<file path="config.mk">
export PLATFORM = sky130hd
export DESIGN_NAME = json_pretty_printer_unit
export DESIGN_NICKNAME = d
export VERILOG_FILES = /design/src/rtl/jpp_pkg.sv /design/src/rtl/json_pretty_printer_unit.sv /design/src/rtl/jpp_datapath.sv /design/src/rtl/jpp_ctrl.sv
export SDC_FILE = /design/constraint.sdc
export NUM_CORES = 1
export LEC_CHECK = 0
export BUFFER_PORTS_ARGS = -buffer_cell sky130_fd_sc_hd__buf_2
export CORE_MARGIN = 5
export CORE_UTILIZATION = 40
export DETAILED_ROUTE_END_ITERATION = 8
export PLACE_DENSITY_LB_ADDON = 0.2
export SLEW_MARGIN = 20
export SYNTH_ARGS = -nofsm -noshare
export SYNTH_HDL_FRONTEND = slang
export SYNTH_SLANG_ARGS = --single-unit
</file>
<file path="constraint.sdc">
create_clock -name clk -period 2.4 [get_ports clk]
set_input_delay 0.36 -clock clk [delete_from_list [all_inputs] [get_ports clk]]
set_output_delay 0.36 -clock clk [all_outputs]
set_load 0.01 [all_outputs]
</file>
<file path="src/rtl/jpp_pkg.sv">
// ----------------------------------------------------------------------------
// JSON pretty printer package
// Shared widths, character codes, byte classes and the command and status
// structs that join the controller and the datapath.
// ----------------------------------------------------------------------------
package jpp_pkg;

  // nesting depth and indent run counter widths (run is two spaces per level)
  localparam int DEPTH_W = 5;
  localparam int CNT_W   = DEPTH_W + 1;

  typedef logic [7:0] char_t;

  // characters the formatter looks at or produces
  localparam char_t CH_LBRACE = 8'h7B;
  localparam char_t CH_RBRACE = 8'h7D;
  localparam char_t CH_LBRACK = 8'h5B;
  localparam char_t CH_RBRACK = 8'h5D;
  localparam char_t CH_COMMA  = 8'h2C;
  localparam char_t CH_COLON  = 8'h3A;
  localparam char_t CH_BSLASH = 8'h5C;
  localparam char_t CH_QUOTE  = 8'h22;
  localparam char_t CH_SPACE  = 8'h20;
  localparam char_t CH_TAB    = 8'h09;
  localparam char_t CH_LF     = 8'h0A;
  localparam char_t CH_CR     = 8'h0D;

  // class of an incoming byte
  typedef logic [2:0] cls_t;
  localparam cls_t CLS_COPY  = 3'd0;
  localparam cls_t CLS_DROP  = 3'd1;
  localparam cls_t CLS_OPEN  = 3'd2;
  localparam cls_t CLS_CLOSE = 3'd3;
  localparam cls_t CLS_COMMA = 3'd4;
  localparam cls_t CLS_COLON = 3'd5;

  // source of an output byte
  typedef logic [1:0] sel_t;
  localparam sel_t SEL_IN   = 2'd0;
  localparam sel_t SEL_HELD = 2'd1;
  localparam sel_t SEL_NL   = 2'd2;
  localparam sel_t SEL_SP   = 2'd3;

  // controller to datapath
  typedef struct packed {
    logic take;     // input transfer this cycle
    logic emit;     // load the output register
    sel_t sel;      // byte source for the output register
    logic last;     // final byte of this input's run
    logic cnt_dec;  // one indent space consumed
  } dp_cmd_t;

  // datapath to controller
  typedef struct packed {
    cls_t cls;       // class of the byte at the input port
    logic nd_zero;   // depth after this byte is zero
    logic cnt_zero;  // indent run counter is zero
    logic cnt_one;   // one indent space left
    logic out_free;  // output register can take a byte this cycle
  } dp_stat_t;

endpackage

</file>
<file path="src/rtl/json_pretty_printer_unit.sv">
// ----------------------------------------------------------------------------
// JSON pretty printer
// Streaming re-indenter: two spaces of indent per nesting level.
// ----------------------------------------------------------------------------
// Usage:
//   Input channel  (in_valid / in_stall): one JSON text byte per transfer, with
//   start_doc set on the first byte of a document to clear string, escape and
//   depth state. Output channel (out_valid / out_stall): one formatted byte per
//   transfer; run_last marks the final byte caused by an input byte. Input
//   whitespace outside strings produces no output transfer.
//   The first output byte is registered from the input transfer and is valid
//   in the next cycle. Ordinary bytes pass at one per cycle while the output
//   is not stalled. A structural byte holds off input for its run: opening
//   bracket and comma send the byte, a newline and two spaces per level of the
//   new depth; a closing bracket sends a newline, that indent, then itself; a
//   colon sends itself and a space. All go through the single output register.
//   When the receiver stalls, the output register holds its byte and the run
//   pauses; input is stalled until the run can continue. Reset (rst,
//   synchronous) returns the controller to idle, empties the output register
//   and clears all parsing state.
// ----------------------------------------------------------------------------
module json_pretty_printer_unit #(
  parameter int MAX_DEPTH = 30
) (
  input  logic       clk,
  input  logic       rst,
  input  logic       in_valid,
  output logic       in_stall,
  input  logic [7:0] text_byte,
  input  logic       start_doc,
  output logic       out_valid,
  input  logic       out_stall,
  output logic [7:0] out_byte,
  output logic       run_last
);

  jpp_pkg::dp_cmd_t  cmd;
  jpp_pkg::dp_stat_t stat;

  // run sequencer
  jpp_ctrl u_ctrl (
    .clk      (clk),
    .rst      (rst),
    .in_valid (in_valid),
    .in_stall (in_stall),
    .stat     (stat),
    .cmd      (cmd)
  );

  // classification, state and output register
  jpp_datapath #(
    .MAX_DEPTH (MAX_DEPTH)
  ) u_datapath (
    .clk       (clk),
    .rst       (rst),
    .text_byte (text_byte),
    .start_doc (start_doc),
    .cmd       (cmd),
    .stat      (stat),
    .out_byte  (out_byte),
    .run_last  (run_last),
    .out_valid (out_valid),
    .out_stall (out_stall)
  );

endmodule

</file>
<file path="src/rtl/jpp_datapath.sv">
// ----------------------------------------------------------------------------
// JSON pretty printer datapath
// Byte classification, string/escape/depth state, indent run counter,
// held byte and output register.
// ----------------------------------------------------------------------------
module jpp_datapath #(
  parameter int MAX_DEPTH = 30
) (
  input  logic                  clk,
  input  logic                  rst,
  input  logic [7:0]            text_byte,
  input  logic                  start_doc,
  input  jpp_pkg::dp_cmd_t      cmd,
  output jpp_pkg::dp_stat_t     stat,
  output logic [7:0]            out_byte,
  output logic                  run_last,
  output logic                  out_valid,
  input  logic                  out_stall
);

  localparam logic [jpp_pkg::DEPTH_W-1:0] DEPTH_MAX = jpp_pkg::DEPTH_W'(MAX_DEPTH);

  logic                         inside_string, inside_string_next;
  logic                         escape_pending, escape_pending_next;
  logic [jpp_pkg::DEPTH_W-1:0]  nest_depth, nest_depth_next;
  logic [jpp_pkg::CNT_W-1:0]    run_cnt;
  logic [7:0]                   held_byte;

  logic                         str_eff, esc_eff;
  logic [jpp_pkg::DEPTH_W-1:0]  depth_eff;
  jpp_pkg::cls_t                cls;
  logic [7:0]                   emit_byte;

  // start of document clears the state ahead of this byte
  assign str_eff   = start_doc ? 1'b0 : inside_string;
  assign esc_eff   = start_doc ? 1'b0 : escape_pending;
  assign depth_eff = start_doc ? '0 : nest_depth;

  // classify the byte and work out the state it leaves
  always_comb begin
    cls                 = jpp_pkg::CLS_COPY;
    inside_string_next  = str_eff;
    escape_pending_next = 1'b0;
    nest_depth_next     = depth_eff;
    if (esc_eff) begin
      cls = jpp_pkg::CLS_COPY;
    end else if (text_byte == jpp_pkg::CH_BSLASH) begin
      escape_pending_next = 1'b1;
    end else if (text_byte == jpp_pkg::CH_QUOTE) begin
      inside_string_next = !str_eff;
    end else if (str_eff) begin
      cls = jpp_pkg::CLS_COPY;
    end else if (text_byte inside {jpp_pkg::CH_LBRACE, jpp_pkg::CH_LBRACK}) begin
      cls = jpp_pkg::CLS_OPEN;
      if (depth_eff < DEPTH_MAX) begin
        nest_depth_next = depth_eff + 1'b1;
      end
    end else if (text_byte inside {jpp_pkg::CH_RBRACE, jpp_pkg::CH_RBRACK}) begin
      cls = jpp_pkg::CLS_CLOSE;
      if (depth_eff != '0) begin
        nest_depth_next = depth_eff - 1'b1;
      end
    end else if (text_byte == jpp_pkg::CH_COMMA) begin
      cls = jpp_pkg::CLS_COMMA;
    end else if (text_byte == jpp_pkg::CH_COLON) begin
      cls = jpp_pkg::CLS_COLON;
    end else if (text_byte inside {jpp_pkg::CH_SPACE, jpp_pkg::CH_TAB,
                                   jpp_pkg::CH_LF, jpp_pkg::CH_CR}) begin
      cls = jpp_pkg::CLS_DROP;
    end
  end

  // status back to the controller
  assign stat.cls      = cls;
  assign stat.nd_zero  = (nest_depth_next == '0);
  assign stat.cnt_zero = (run_cnt == '0);
  assign stat.cnt_one  = (run_cnt == jpp_pkg::CNT_W'(1));
  assign stat.out_free = !out_valid || !out_stall;

  // parsing state
  always_ff @(posedge clk) begin
    if (rst) begin
      inside_string  <= 1'b0;
      escape_pending <= 1'b0;
      nest_depth     <= '0;
    end else if (cmd.take) begin
      inside_string  <= inside_string_next;
      escape_pending <= escape_pending_next;
      nest_depth     <= nest_depth_next;
    end
  end

  // indent run counter: two spaces per level of the new depth
  always_ff @(posedge clk) begin
    if (rst) begin
      run_cnt <= '0;
    end else if (cmd.take) begin
      run_cnt <= {nest_depth_next, 1'b0};
    end else if (cmd.cnt_dec) begin
      run_cnt <= run_cnt - 1'b1;
    end
  end

  // byte kept for a closing bracket that goes out after its indent
  always_ff @(posedge clk) begin
    if (cmd.take) begin
      held_byte <= text_byte;
    end
  end

  // output byte select
  always_comb begin
    case (cmd.sel)
      jpp_pkg::SEL_IN:   emit_byte = text_byte;
      jpp_pkg::SEL_HELD: emit_byte = held_byte;
      jpp_pkg::SEL_NL:   emit_byte = jpp_pkg::CH_LF;
      jpp_pkg::SEL_SP:   emit_byte = jpp_pkg::CH_SPACE;
      default:           emit_byte = jpp_pkg::CH_SPACE;
    endcase
  end

  // output register
  always_ff @(posedge clk) begin
    if (rst) begin
      out_valid <= 1'b0;
    end else if (cmd.emit) begin
      out_valid <= 1'b1;
    end else if (!out_stall) begin
      out_valid <= 1'b0;
    end
  end

  always_ff @(posedge clk) begin
    if (cmd.emit) begin
      out_byte <= emit_byte;
      run_last <= cmd.last;
    end
  end

  // a new byte never overwrites one still waiting
  a_no_overwrite: assert property (@(posedge clk) disable iff (rst)
    cmd.emit |-> (!out_valid || !out_stall))
    else $error("output register overwritten while stalled");

  // the indent counter never wraps
  a_cnt_no_wrap: assert property (@(posedge clk) disable iff (rst)
    (cmd.cnt_dec && !cmd.take) |-> (run_cnt != '0))
    else $error("indent counter decremented at zero");

  // depth stays within its bound
  a_depth_bound: assert property (@(posedge clk) disable iff (rst)
    nest_depth <= DEPTH_MAX)
    else $error("nesting depth beyond its maximum");

endmodule

</file>
<file path="src/rtl/jpp_ctrl.sv">
// ----------------------------------------------------------------------------
// JSON pretty printer controller
// Sequences the output run of one input byte: the byte itself, newline,
// indent spaces, closing bracket or colon space, at most one byte per cycle.
// ----------------------------------------------------------------------------
module jpp_ctrl (
  input  logic                  clk,
  input  logic                  rst,
  input  logic                  in_valid,
  output logic                  in_stall,
  input  jpp_pkg::dp_stat_t     stat,
  output jpp_pkg::dp_cmd_t      cmd
);

  localparam logic [2:0] S_IDLE = 3'd0;
  localparam logic [2:0] S_NL   = 3'd1;
  localparam logic [2:0] S_IND  = 3'd2;
  localparam logic [2:0] S_CHR  = 3'd3;
  localparam logic [2:0] S_SPC  = 3'd4;

  logic [2:0] state, state_next;
  logic       close_pend, close_pend_next;

  // new input only between runs and when the output register has room
  assign in_stall = !((state == S_IDLE) && stat.out_free);

  always_comb begin
    state_next      = state;
    close_pend_next = close_pend;
    cmd.take        = 1'b0;
    cmd.emit        = 1'b0;
    cmd.sel         = jpp_pkg::SEL_IN;
    cmd.last        = 1'b0;
    cmd.cnt_dec     = 1'b0;
    case (state)
      S_IDLE: begin
        if (in_valid && stat.out_free) begin
          cmd.take        = 1'b1;
          close_pend_next = (stat.cls == jpp_pkg::CLS_CLOSE);
          case (stat.cls)
            jpp_pkg::CLS_COPY: begin
              cmd.emit = 1'b1;
              cmd.last = 1'b1;
            end
            jpp_pkg::CLS_DROP: begin
              cmd.emit = 1'b0;
            end
            jpp_pkg::CLS_COLON: begin
              cmd.emit   = 1'b1;
              state_next = S_SPC;
            end
            jpp_pkg::CLS_OPEN, jpp_pkg::CLS_COMMA: begin
              cmd.emit   = 1'b1;
              state_next = S_NL;
            end
            jpp_pkg::CLS_CLOSE: begin
              cmd.emit   = 1'b1;
              cmd.sel    = jpp_pkg::SEL_NL;
              state_next = stat.nd_zero ? S_CHR : S_IND;
            end
            default: begin
              cmd.emit = 1'b1;
              cmd.last = 1'b1;
            end
          endcase
        end
      end
      // newline after an opening bracket or comma
      S_NL: begin
        if (stat.out_free) begin
          cmd.emit   = 1'b1;
          cmd.sel    = jpp_pkg::SEL_NL;
          cmd.last   = stat.cnt_zero;
          state_next = stat.cnt_zero ? S_IDLE : S_IND;
        end
      end
      // indent spaces
      S_IND: begin
        if (stat.out_free) begin
          cmd.emit    = 1'b1;
          cmd.sel     = jpp_pkg::SEL_SP;
          cmd.cnt_dec = 1'b1;
          if (stat.cnt_one) begin
            cmd.last   = !close_pend;
            state_next = close_pend ? S_CHR : S_IDLE;
          end
        end
      end
      // closing bracket after its indent
      S_CHR: begin
        if (stat.out_free) begin
          cmd.emit   = 1'b1;
          cmd.sel    = jpp_pkg::SEL_HELD;
          cmd.last   = 1'b1;
          state_next = S_IDLE;
        end
      end
      // space after a colon
      S_SPC: begin
        if (stat.out_free) begin
          cmd.emit   = 1'b1;
          cmd.sel    = jpp_pkg::SEL_SP;
          cmd.last   = 1'b1;
          state_next = S_IDLE;
        end
      end
      default: begin
        state_next = S_IDLE;
      end
    endcase
  end

  always_ff @(posedge clk) begin
    if (rst) begin
      state      <= S_IDLE;
      close_pend <= 1'b0;
    end else begin
      state      <= state_next;
      close_pend <= close_pend_next;
    end
  end

  // a run ends with a last byte exactly when the controller returns to idle
  a_last_to_idle: assert property (@(posedge clk) disable iff (rst)
    (cmd.emit && cmd.last) |=> (state == S_IDLE))
    else $error("last byte emitted without ending the run");

  // input is taken only between runs
  a_take_idle: assert property (@(posedge clk) disable iff (rst)
    cmd.take |-> (state == S_IDLE))
    else $error("input taken during an output run");

  // the held bracket goes out only for a closing bracket
  a_held_close: assert property (@(posedge clk) disable iff (rst)
    (cmd.emit && (cmd.sel == jpp_pkg::SEL_HELD)) |-> close_pend)
    else $error("held byte emitted outside a closing run");

endmodule
</file>
==> run_results.csv, run 1 <==
group,metric,value,unit
outcome,outcome,"finished, final reports clean",
pwr,p_comb_frac,0.103,
drt,drt-total-wl,5.222,mm
yosys,synth_seq_cells,35,
finish,finish.utilization,0.4947,
pwr,power_leakage,0.9842,nW
place,place_inst,350,
finish,fin_cells,358,
grt,grt_max_degree,17,
pwr,cell_internal_pwr,1.042,mW
timing,max_freq,466.2,MHz
grt,grt_pass1_vias,1808,
setup_path,crit_path_start_kind,"register",
drt,vias,1972,
drt,detail_route.wl_per_cell,14.59,um
timing,finalSetupTns,0,ns
pwr,p_switching,311.6,uW
clock_tree,cts_resized,0,
finish,antenna_cells,0,
setup_path,path_class,"reg -> reg",
clock_tree,cts_hold_buffers,0,
clock_tree,clkSinkCount,35,
pwr,ir_drop,0.2239,mV
floorplanning,die-height,83.80,um
floorplanning,core,5205,sq um
grt,antenna_found_initial,0,
floorplanning,rows,26,
place,pre_cts_ws,0.1002,ns
timing,setup_viol,0,
drt,ant_nets,0,
finish,num-nets-final,305,
yosys,synth_top_family_by_area,"simple AND/OR/NAND/NOR gates",
yosys,syn_avg_cell_area,8.713,sq um
drt,drc,0,
yosys,synth.distinct_cells,55,
grt,grt_pass1_wl,8.783,mm
setup_path,crit_required,2.61,ns
yosys,async_flop_share,0,
grt,grtUsageTotal,0.1536,
floorplanning,die-area,7022,sq um
pwr,clockPowerShare,0.411,
drt,dr.first_iter.drc_count,108,
timing,whs,0.3611,ns
clock_tree,path_clk_slew,0.08,ns
clock_tree,h-tree-depth,2,
place,gp_routability_congestion,0.8481,
pwr,p_per_area,525.8,nW/um^2
timing,setup_slack,0.2549,ns
drt,route.detailed.vias_per_inst,5.508,
timing,slew_violations,0,
yosys,synthXorXnorAreaFrac,0.04021,
yosys,synth_edf_count,17,
yosys,syn_area,2178,sq um
yosys,ys_warn_count,0,
pwr,p_sw_frac,0.2301,
timing,rsz0062_at_grt,"false",
place,place_hpwl,3.914,mm
yosys,synth.area.mux_share,0.005169,
hold_path,holdCritPathClass,"in -> reg",
yosys,synth_compound_area_frac,0.2096,
timing,clock_skew,0.005365,ns
grt,grt_overflow,0,
yosys,synth_fa_ha_area_frac,0.02872,
clock_tree,clk_latency,0.28,ns
timing,finalCriticalPeriod,2.145,ns
pwr,p_seq_frac,0.486,
finish,drive_gt1_frac,0.2049,
clock_tree,root_buffer,"clkbuf_8",
floorplanning,io_pins,24,
drt,drt_pass1_iterations,4,
yosys,syn_nets,268,
setup_path,crit_arrival,2.36,ns
flow_run,drv_cap,0,
setup_path,end_kind,"register",
timing,period_share,0.8938,
timing,tightest_slew,0.5376,ns
floorplanning,dieWidth,83.80,um
setup_path,crit_fanout,5,
yosys,synth_ff_type,"dfxtp_1",
clock_tree,cts_buffer_depth,2,
floorplanning,start_util,0.4185,
timing,hold_viol,0,
yosys,synth_cells,250,
yosys,ys_seq_area_frac,0.3998,
clock_tree,cts_inserted_buffers,5,
timing,relSlewSlack,0.6366,
clock_tree,cts_tree,"done",
finish,area_growth,18.21,%
place,placement.io_buffers,23,
yosys,synth-simple-area-share,0.2723,
clock_tree,cts_setup_buffers,0,
[power by group through the flow]
stage / Sequential (mW) / Combinational (mW) / Clock [mW]
final: 0.658 / 0.140 / 0.556
after global routing: 0.661 / 0.154 / 0.592
after CTS: 0.658 / 0.140 / 0.566
after detailed placement: 0.672 / 0.140 / 0
after global placement: 0.673 / 0.139 / 0
after floorplan: 0.678 / 0.0687 / 0
[metal layers]
| layer | track usage | up-vias | part of all wire |
|---|---|---|---|
| met5 | 0 | - | 0 |
| met1 | 0.2217 | 925 | 0.51 |
| li1 | - | 1000 | - |
| met2 | 0.2278 | 43 | 0.43 |
| met4 | 0.04386 | 0 | 0.0065 |
| met3 | 0.03554 | 4 | 0.052 |
[registers in the layout, summed over array words and instances (netlist names)]
name and cells:
u_datapath.inside_string 1, u_datapath.run_last 1, u_datapath.run_cnt 6, u_datapath.escape_pending 1
u_datapath.out_valid 1, u_datapath.nest_depth 5, u_datapath.held_byte 8, u_datapath.out_byte 8
u_ctrl.close_pend 1, u_ctrl.state 3
[synth_stat cells, drive strengths merged, types with 4 or more instances]
cell type	n	share of area
nand2	27	0.047
a21oi	24	0.055
dfxtp	18	0.17
o21ai	18	0.043
edfxtp	17	0.23
nor2	14	0.024
nand3	13	0.030
nor3	13	0.030
inv	11	0.019
xnor2	7	0.028
clkbuf	6	0.010
a22o	5	0.020
ha	5	0.029
nand2b	5	0.018
nor4b	5	0.020
or3	5	0.017
and2	4	0.011
buf	4	0.015
[kinds of logic (layout without fill, tap and decap cells)]
kind of cell,count (synthesis),count (layout)
flip-flops,35,35
adder cells (fa/ha/maj),5,5
XOR/XNOR,10,10
AND/OR/NAND/NOR,108,108
multiplexers,1,1
AO/OA/AOI/OAI,70,70
buffers and inverters,21,59
[per-stage QoR]
stage,power [mW],cell area (sq um)
final,1.354,2575
after global routing,1.407,2575
after CTS,1.365,2575
after detailed placement,0.8117,2457
after global placement,0.8121,2457
after floorplan,0.7467,2182
[critical path: stages (launching register included)]
cell,delay [ns]
dfxtp_1,0.40
nor2b_1,0.24
inv_1,0.08
ha_1,0.24
o21ai_0,0.11
nand2_1,0.15
mux2_2,0.29
o22ai_1,0.24
a41oi_1,0.16
o21ai_0,0.15
[worst paths after layout]
| check | from | end | slack, ns | depth (start not counted) |
|---|---|---|---|---|
| min reg2reg | u_datapath.inside_string$_SDFFE_PP0P_ | u_datapath.inside_string$_SDFFE_PP0P_ | 0.50 | 2 |
| max reg2reg | u_datapath.nest_depth[1]$_SDFFE_PP0P_ | u_ctrl.state[0]$_SDFFE_PP0P_ | 0.25 | 9 |
| max | u_datapath.nest_depth[1]$_SDFFE_PP0P_ | u_ctrl.state[0]$_SDFFE_PP0P_ | 0.25 | 9 |
| min | text_byte[2] | u_datapath.held_byte[2]$_DFFE_PP_ | 0.36 | 1 |
[cells in the final DEF (no fill, tap or decap), drive strengths merged, types with 3 or more instances in the layout]
| cell | count |
|---|---|
| a21oi | 24 |
| a22o | 5 |
| and2 | 4 |
| buf | 40 |
| clkbuf | 6 |
| dfxtp | 18 |
| edfxtp | 17 |
| ha | 5 |
| inv | 11 |
| nand2 | 27 |
| nand2b | 5 |
| nand3 | 13 |
| nor2 | 14 |
| nor3 | 13 |
| nor4 | 3 |
| nor4b | 5 |
| o211ai | 3 |
| o21ai | 18 |
| o22ai | 3 |
| or2 | 3 |
| or3 | 5 |
| xnor2 | 7 |
| xor2 | 3 |
[cell type report]
class	count	area, sq um
fill	515	2630
multi-input combinational	194	1215
clock buffer	6	82.58
clock inverter	2	35.03
timing repair buffer	40	242.7
tap	70	87.58
sequential	35	870.8
inverter	11	41.29
Note: power is estimated with default switching activity, not from simulation.
==> inputs of run 2 (changes only) <==
Settings changed: CELL_PAD_IN_SITES_DETAIL_PLACEMENT set to 1, CELL_PAD_IN_SITES_GLOBAL_PLACEMENT set to 2, CORE_UTILIZATION 40 to 32.
==> run 2 against run 1 <==
  * Core utilization is 10 points lower
  * Final area rose by 2.0%
  * Setup slack better by 0.073 ns
  * Clock-buffer cell count is the same
  * Sequential power about the same
  * Sequential share of layout area decreased by 0.66 points
  * Clock skew up 0.0065 ns
  * Non-clock buffer count increased by 6
  * Largest power group unchanged
  * Highest routed layer unchanged
==> run_results.csv, run 2 (same netlist as run 1, synthesis figures left out) <==
group,metric,value,unit
timing,tightest_slew,0.4925,ns
floorplanning,io_pins,24,
clock_tree,root_buffer,"clkbuf_8",
drt,route.detailed.vias_per_inst,5.484,
setup_path,worst-path-buf-inv,1,
setup_path,crit_path_top_delay_cell,"dfxtp_1",
hold_path,holdCritPathClass,"in -> reg",
clock_tree,cts_setup_buffers,0,
finish,antenna_cells,0,
finish,drive_gt1_frac,0.2211,
floorplanning,core,6719,sq um
pwr,ir_drop,0.2153,mV
finish,reg_top3,"u_datapath.held_byte: 8 flops, u_datapath.out_byte: 8 flops, u_datapath.run_cnt: 6 flops",
clock_tree,cts_inserted_buffers,5,
setup_path,end_kind,"register",
hold_path,min_from,"text_byte[2]",
grt,grtUsageTotal,0.1559,
timing,finalCriticalPeriod,2.072,ns
setup_path,cp_top_family,"compound AO/OA/AOI/OAI gates",
grt,grt_max_degree,17,
clock_tree,cts_resized,0,
flow_run,drv_cap,0,
grt,grt_pass1_wl,10.61,mm
drt,ant_nets,0,
pwr,power_leakage,1.008,nW
finish,finish.utilization,0.3909,
floorplanning,dieWidth,92.51,um
place,pre_cts_ws,0.09728,ns
clock_tree,cts_tree,"done",
timing,setup_slack,0.3275,ns
drt,dr.first_iter.drc_count,75,
drt,detail_route.wl_per_cell,16.84,um
timing,setup_viol,0,
timing,clock_skew,0.01190,ns
grt,grt_overflow,0,
floorplanning,start_util,0.3242,
timing,max_freq,482.5,MHz
finish,final_cell_mix,"27 x nand2_1, 23 x a21oi_1, 23 x buf_2, 22 x buf_4, 18 x dfxtp_1",
setup_path,crit_chain,"nor2b_1, inv_1, ha_1, o21ai_0, nand2_1, mux2_2, o22ai_1, a41oi_1, o21ai_0",
hold_path,whs_path_depth,1,
floorplanning,die-area,8557,sq um
setup_path,slowest_delay,0.33,ns
floorplanning,die-height,92.51,um
finish,area_growth,20.56,%
timing,relSlewSlack,0.6671,
timing,hold_viol,0,
setup_path,cp-startpoint,"u_datapath.nest_depth[1]$_SDFFE_PP0P_",
setup_path,crit_fanout,4,
drt,drt-total-wl,6.299,mm
clock_tree,cts_hold_buffers,0,
setup_path,crit_arrival,2.28,ns
timing,rsz0062_at_grt,"false",
timing,period_share,0.8635,
place,placement.io_buffers,23,
outcome,outcome,"finished, final reports clean",
drt,drc,0,
place,place_hpwl,4.852,mm
finish,fill_cells,781,
finish,mostFrequentLayoutCell,"nand2_1",
pwr,p_per_area,482.8,nW/um^2
timing,finalSetupTns,0,ns
setup_path,crit_path_start_kind,"register",
grt,antenna_found_initial,0,
finish,num-nets-final,311,
setup_path,reg2reg_depth,9,
clock_tree,clkSinkCount,35,
place,gp_routability_congestion,0.7587,
pwr,totalPowerFinal,1.268,mW
setup_path,crit_cells,9,
drt,vias,2051,
setup_path,r2r-start,"u_datapath.nest_depth[1]$_SDFFE_PP0P_",
setup_path,path_class,"reg -> reg",
clock_tree,path_clk_slew,0.08,ns
setup_path,crit_required,2.61,ns
setup_path,crit_top_cell,"o21ai_0",
clock_tree,clk_latency,0.29,ns
floorplanning,rows,30,
drt,drt_pass1_iterations,4,
timing,slew_violations,0,
clock_tree,cts_buffer_depth,2,
grt,grt_pass1_vias,2062,
clock_tree,h-tree-depth,2,
## run 2: report_power, final
| group | internal, mW | total (mW) | leakage (nW) | switching, mW |
|---|---|---|---|---|
| Clock | 0.234 | 0.460 | 0.0474 | 0.225 |
| Combinational | 0.0584 | 0.149 | 0.650 | 0.0908 |
| Sequential | 0.652 | 0.659 | 0.310 | 0.00710 |
## run 2: path summary, 6_finish.rpt
path	endpoint	slack [ns]
setup / recovery	u_ctrl.state[0]$_SDFFE_PP0P_	0.33
hold / removal	u_datapath.held_byte[2]$_DFFE_PP_	0.36
setup reg to reg	u_ctrl.state[0]$_SDFFE_PP0P_	0.33
hold reg to reg	u_datapath.inside_string$_SDFFE_PP0P_	0.50
## run 2: metal layers
metal	wire length [um]	track usage	up-vias
li1	-	-	1014
met1	3205	0.2223	1010
met2	2904	0.2477	23
met3	145	0.02193	4
met4	44	0.03713	0
met5	0	0	-
## run 2: final cells by class
class / instances / area (sq um) / share of cell area
Clock buffer: 6 / 82.58 / 0.03144
Clock inverter: 2 / 16.27 / 0.006193
Inverter: 11 / 41.29 / 0.01572
Multi-Input combinational cell: 194 / 1215 / 0.4626
Sequential cell: 35 / 870.8 / 0.3316
Tap cell: 80 / 100.1 / 0.03811
Timing Repair Buffer: 46 / 300.3 / 0.1143
## run 2: worst reg2reg max path, delay by kind of cell (launching register included)
family                   cells  cell delay (ns)
multiplexers                 1             0.28
AO/OA/AOI/OAI                4             0.67
AND/OR/NAND/NOR              2             0.39
adder cells (fa/ha/maj)      1             0.25
buffers and inverters        1             0.09
flip-flops                   1             0.33
## run 2: per-stage QoR
stage | cells | cell area [sq um] | hold slack [ns]
3_3_place_gp | 366 | 2527 | 0.4800
3_5_place_dp | 366 | 2527 | 0.4836
2_1_floorplan | 250 | 2182 | 0.4360
5_1_grt | 374 | 2626 | 0.3504
4_1_cts | 374 | 2626 | 0.3481
6_report | 374 | 2626 | 0.3561
==> inputs of run 3 (changes only) <==
Settings changed: CORE_ASPECT_RATIO set to 0.9, SLEW_MARGIN 20 to not set.
==> run 3 against run 2 <==
  * Via count fell by 1.9%
  * Setup slack barely moved
  * Sequential power barely moved
  * Combinational power barely moved
  * Global-route usage fell by 0.13 points
  * Fmax barely moved
  * Final area fell by 0.48%
  * Wire length rose by 0.75%
  * Highest routed layer unchanged
==> run_results.csv, run 3 (same netlist as run 1, synthesis figures left out) <==
group,metric,value,unit
outcome,outcome,"finished, final reports clean",
drt,dr.first_iter.drc_count,86,
finish,area_growth,19.99,%
floorplanning,dieWidth,96.97,um
setup_path,reg2reg_slack,0.33,ns
pwr,p_per_area,484.3,nW/um^2
timing,period_share,0.8634,
hold_path,min_from,"text_byte[2]",
clock_tree,h-tree-depth,2,
place,gp_routability_congestion,0.8190,
grt,grt_pass1_wl,10.47,mm
place,placement.io_buffers,23,
finish,final_cell_mix,"27 x nand2_1, 23 x a21oi_1, 23 x buf_2, 21 x buf_4, 18 x dfxtp_1",
place,pre_cts_ws,0.05576,ns
hold_path,whs_path_depth,1,
setup_path,crit_path_top_delay_cell,"o311a_1",
timing,clock_skew,0.004660,ns
setup_path,r2r_end,"u_datapath.out_byte[0]$_DFFE_PP_",
drt,ant_nets,0,
setup_path,crit_chain,"o21ai_0, o311a_1, nand3_1, and2_1, a22o_1",
drt,route.detailed.vias_per_inst,5.270,
drt,detail_route.wl_per_cell,16.61,um
clock_tree,clkSinkCount,35,
setup_path,crit_fanout,10,
pwr,totalPowerFinal,1.266,mW
timing,finalSetupTns,0,ns
grt,grt_overflow,0,
finish,mostFrequentLayoutCell,"nand2_1",
floorplanning,io_pins,24,
grt,groute.layer.met1.usage,0.2096,
clock_tree,clk_latency,0.29,ns
setup_path,reg2reg_depth,5,
finish,antenna_cells,0,
grt,antenna_found_initial,0,
setup_path,cp_top_family,"compound AO/OA/AOI/OAI gates",
setup_path,slowest_delay,0.46,ns
grt,grtUsageMet3,0.03310,
clock_tree,cts_inserted_buffers,5,
hold_path,min_to,"u_datapath.held_byte[2]$_DFFE_PP_",
timing,setup_viol,0,
setup_path,r2r-start,"u_datapath.escape_pending$_SDFFE_PP0P_",
timing,setup_slack,0.3279,ns
flow_run,drv_cap,0,
pwr,ir_drop,0.1996,mV
grt,grt-busiest-layer,"met2",
setup_path,end_kind,"register",
clock_tree,cts_buffer_depth,2,
finish,drive_gt1_frac,0.2226,
timing,rsz0062_at_grt,"false",
setup_path,path_class,"reg -> reg",
timing,slew_violations,0,
timing,tightest_slew,0.4877,ns
timing,relSlewSlack,0.6703,
setup_path,crit_required,2.45,ns
grt,grt_max_degree,17,
clock_tree,root_buffer,"clkbuf_8",
timing,finalCriticalPeriod,2.072,ns
drt,vias,2013,
floorplanning,start_util,0.3307,
timing,hold_viol,0,
drt,drt_pass1_iterations,4,
setup_path,worst-path-buf-inv,0,
floorplanning,die-height,88.27,um
floorplanning,die-area,8560,sq um
drt,drt-total-wl,6.346,mm
pwr,power_leakage,0.9863,nW
clock_tree,path_clk_slew,0.08,ns
setup_path,crit_arrival,2.12,ns
grt,grtUsageTotal,0.1547,
clock_tree,cts_tree,"done",
grt,grt_pass1_vias,2041,
floorplanning,core,6586,sq um
grt,grt_util_met2,0.2569,
place,place_hpwl,4.895,mm
drt,drc,0,
setup_path,crit_path_start_kind,"register",
finish,reg_top3,"u_datapath.held_byte: 8 flops, u_datapath.out_byte: 8 flops, u_datapath.run_cnt: 6 flops",
clock_tree,cts_setup_buffers,0,
clock_tree,cts_hold_buffers,0,
hold_path,holdCritPathClass,"in -> reg",
floorplanning,rows,28,
finish,num-nets-final,309,
timing,max_freq,482.6,MHz
==> run 3: cell types whose count changed in the layout (fill, tap and decap cells not counted) <==
cell | before | now
buf_12 | 1 | 0
inv_6 | 0 | 1
nor4_1 | 3 | 2
clkinv_4 | 1 | 0
clkinvlp_4 | 1 | 2
nor2b_2 | 0 | 1
nor4_2 | 0 | 1
buf_4 | 22 | 21
nor2b_1 | 2 | 1
clkbuf_8 | 6 | 5
==> run 3: metrics by stage <==
step	hold slack, ns	util	area [sq um]	std cells
final	0.3097	0.3968	2614	382
after global routing	0.3026	0.3968	2614	382
after CTS	0.3066	0.3955	2605	382
after detailed placement	0.4927	0.3815	2512	374
after global placement	0.4838	0.3815	2512	374
after floorplan	0.4360	-	2182	250
==> run 3: how the worst max path moves through the flow <==
stage | endpoint | cells after the start | startpoint | slack [ns]
after global routing | u_ctrl.state[0]$_SDFFE_PP0P_ | 9 | u_datapath.nest_depth[1]$_SDFFE_PP0P_ | 0.08
after detailed placement | u_datapath.out_byte[4]$_DFFE_PP_ | 6 | text_byte[0] | 0.06
after floorplan | u_datapath.out_byte[4]$_DFFE_PP_ | 7 | u_ctrl.state[2]$_SDFFE_PP0P_ | 0.15
after global placement | u_datapath.nest_depth[4]$_SDFFE_PP0P_ | 8 | text_byte[1] | 0.04
after CTS | u_datapath.nest_depth[4]$_SDFFE_PP0P_ | 8 | u_datapath.nest_depth[1]$_SDFFE_PP0P_ | 0.20
final | u_datapath.out_byte[0]$_DFFE_PP_ | 5 | u_datapath.escape_pending$_SDFFE_PP0P_ | 0.33
==> run 3: cell type report <==
type	instances	area, sq um
Clock buffer	5	68.82
Clock inverter	3	23.77
Inverter	11	41.29
Tap cell	90	112.6
Fill cell	845	3973
Sequential cell	35	870.8
Multi-Input combinational cell	194	1224
Timing Repair Buffer	44	272.8
==> run 3: metal layers <==
layer  up-vias  share of wire  wire, um
met3         7          0.026       165
li1       1017              -         -
met4         0         0.0090        57
met2        28           0.44      2795
met1       961           0.52      3329
met5         -              0         0
==> run 3: report_power, final <==
group          switching (mW)  internal, mW  leakage (nW)
clock                   0.253         0.208        0.0408
combinational          0.0913        0.0549         0.636
sequential            0.00680         0.652         0.310
total                   0.352         0.914         0.986
==> run 3: repair_timing <==
item | 4_1_cts | 5_1_grt
endpoints found under the setup margin | 0 | 3
gates resized for setup | 0 | 2
endpoints found under the hold margin | 0 | 0
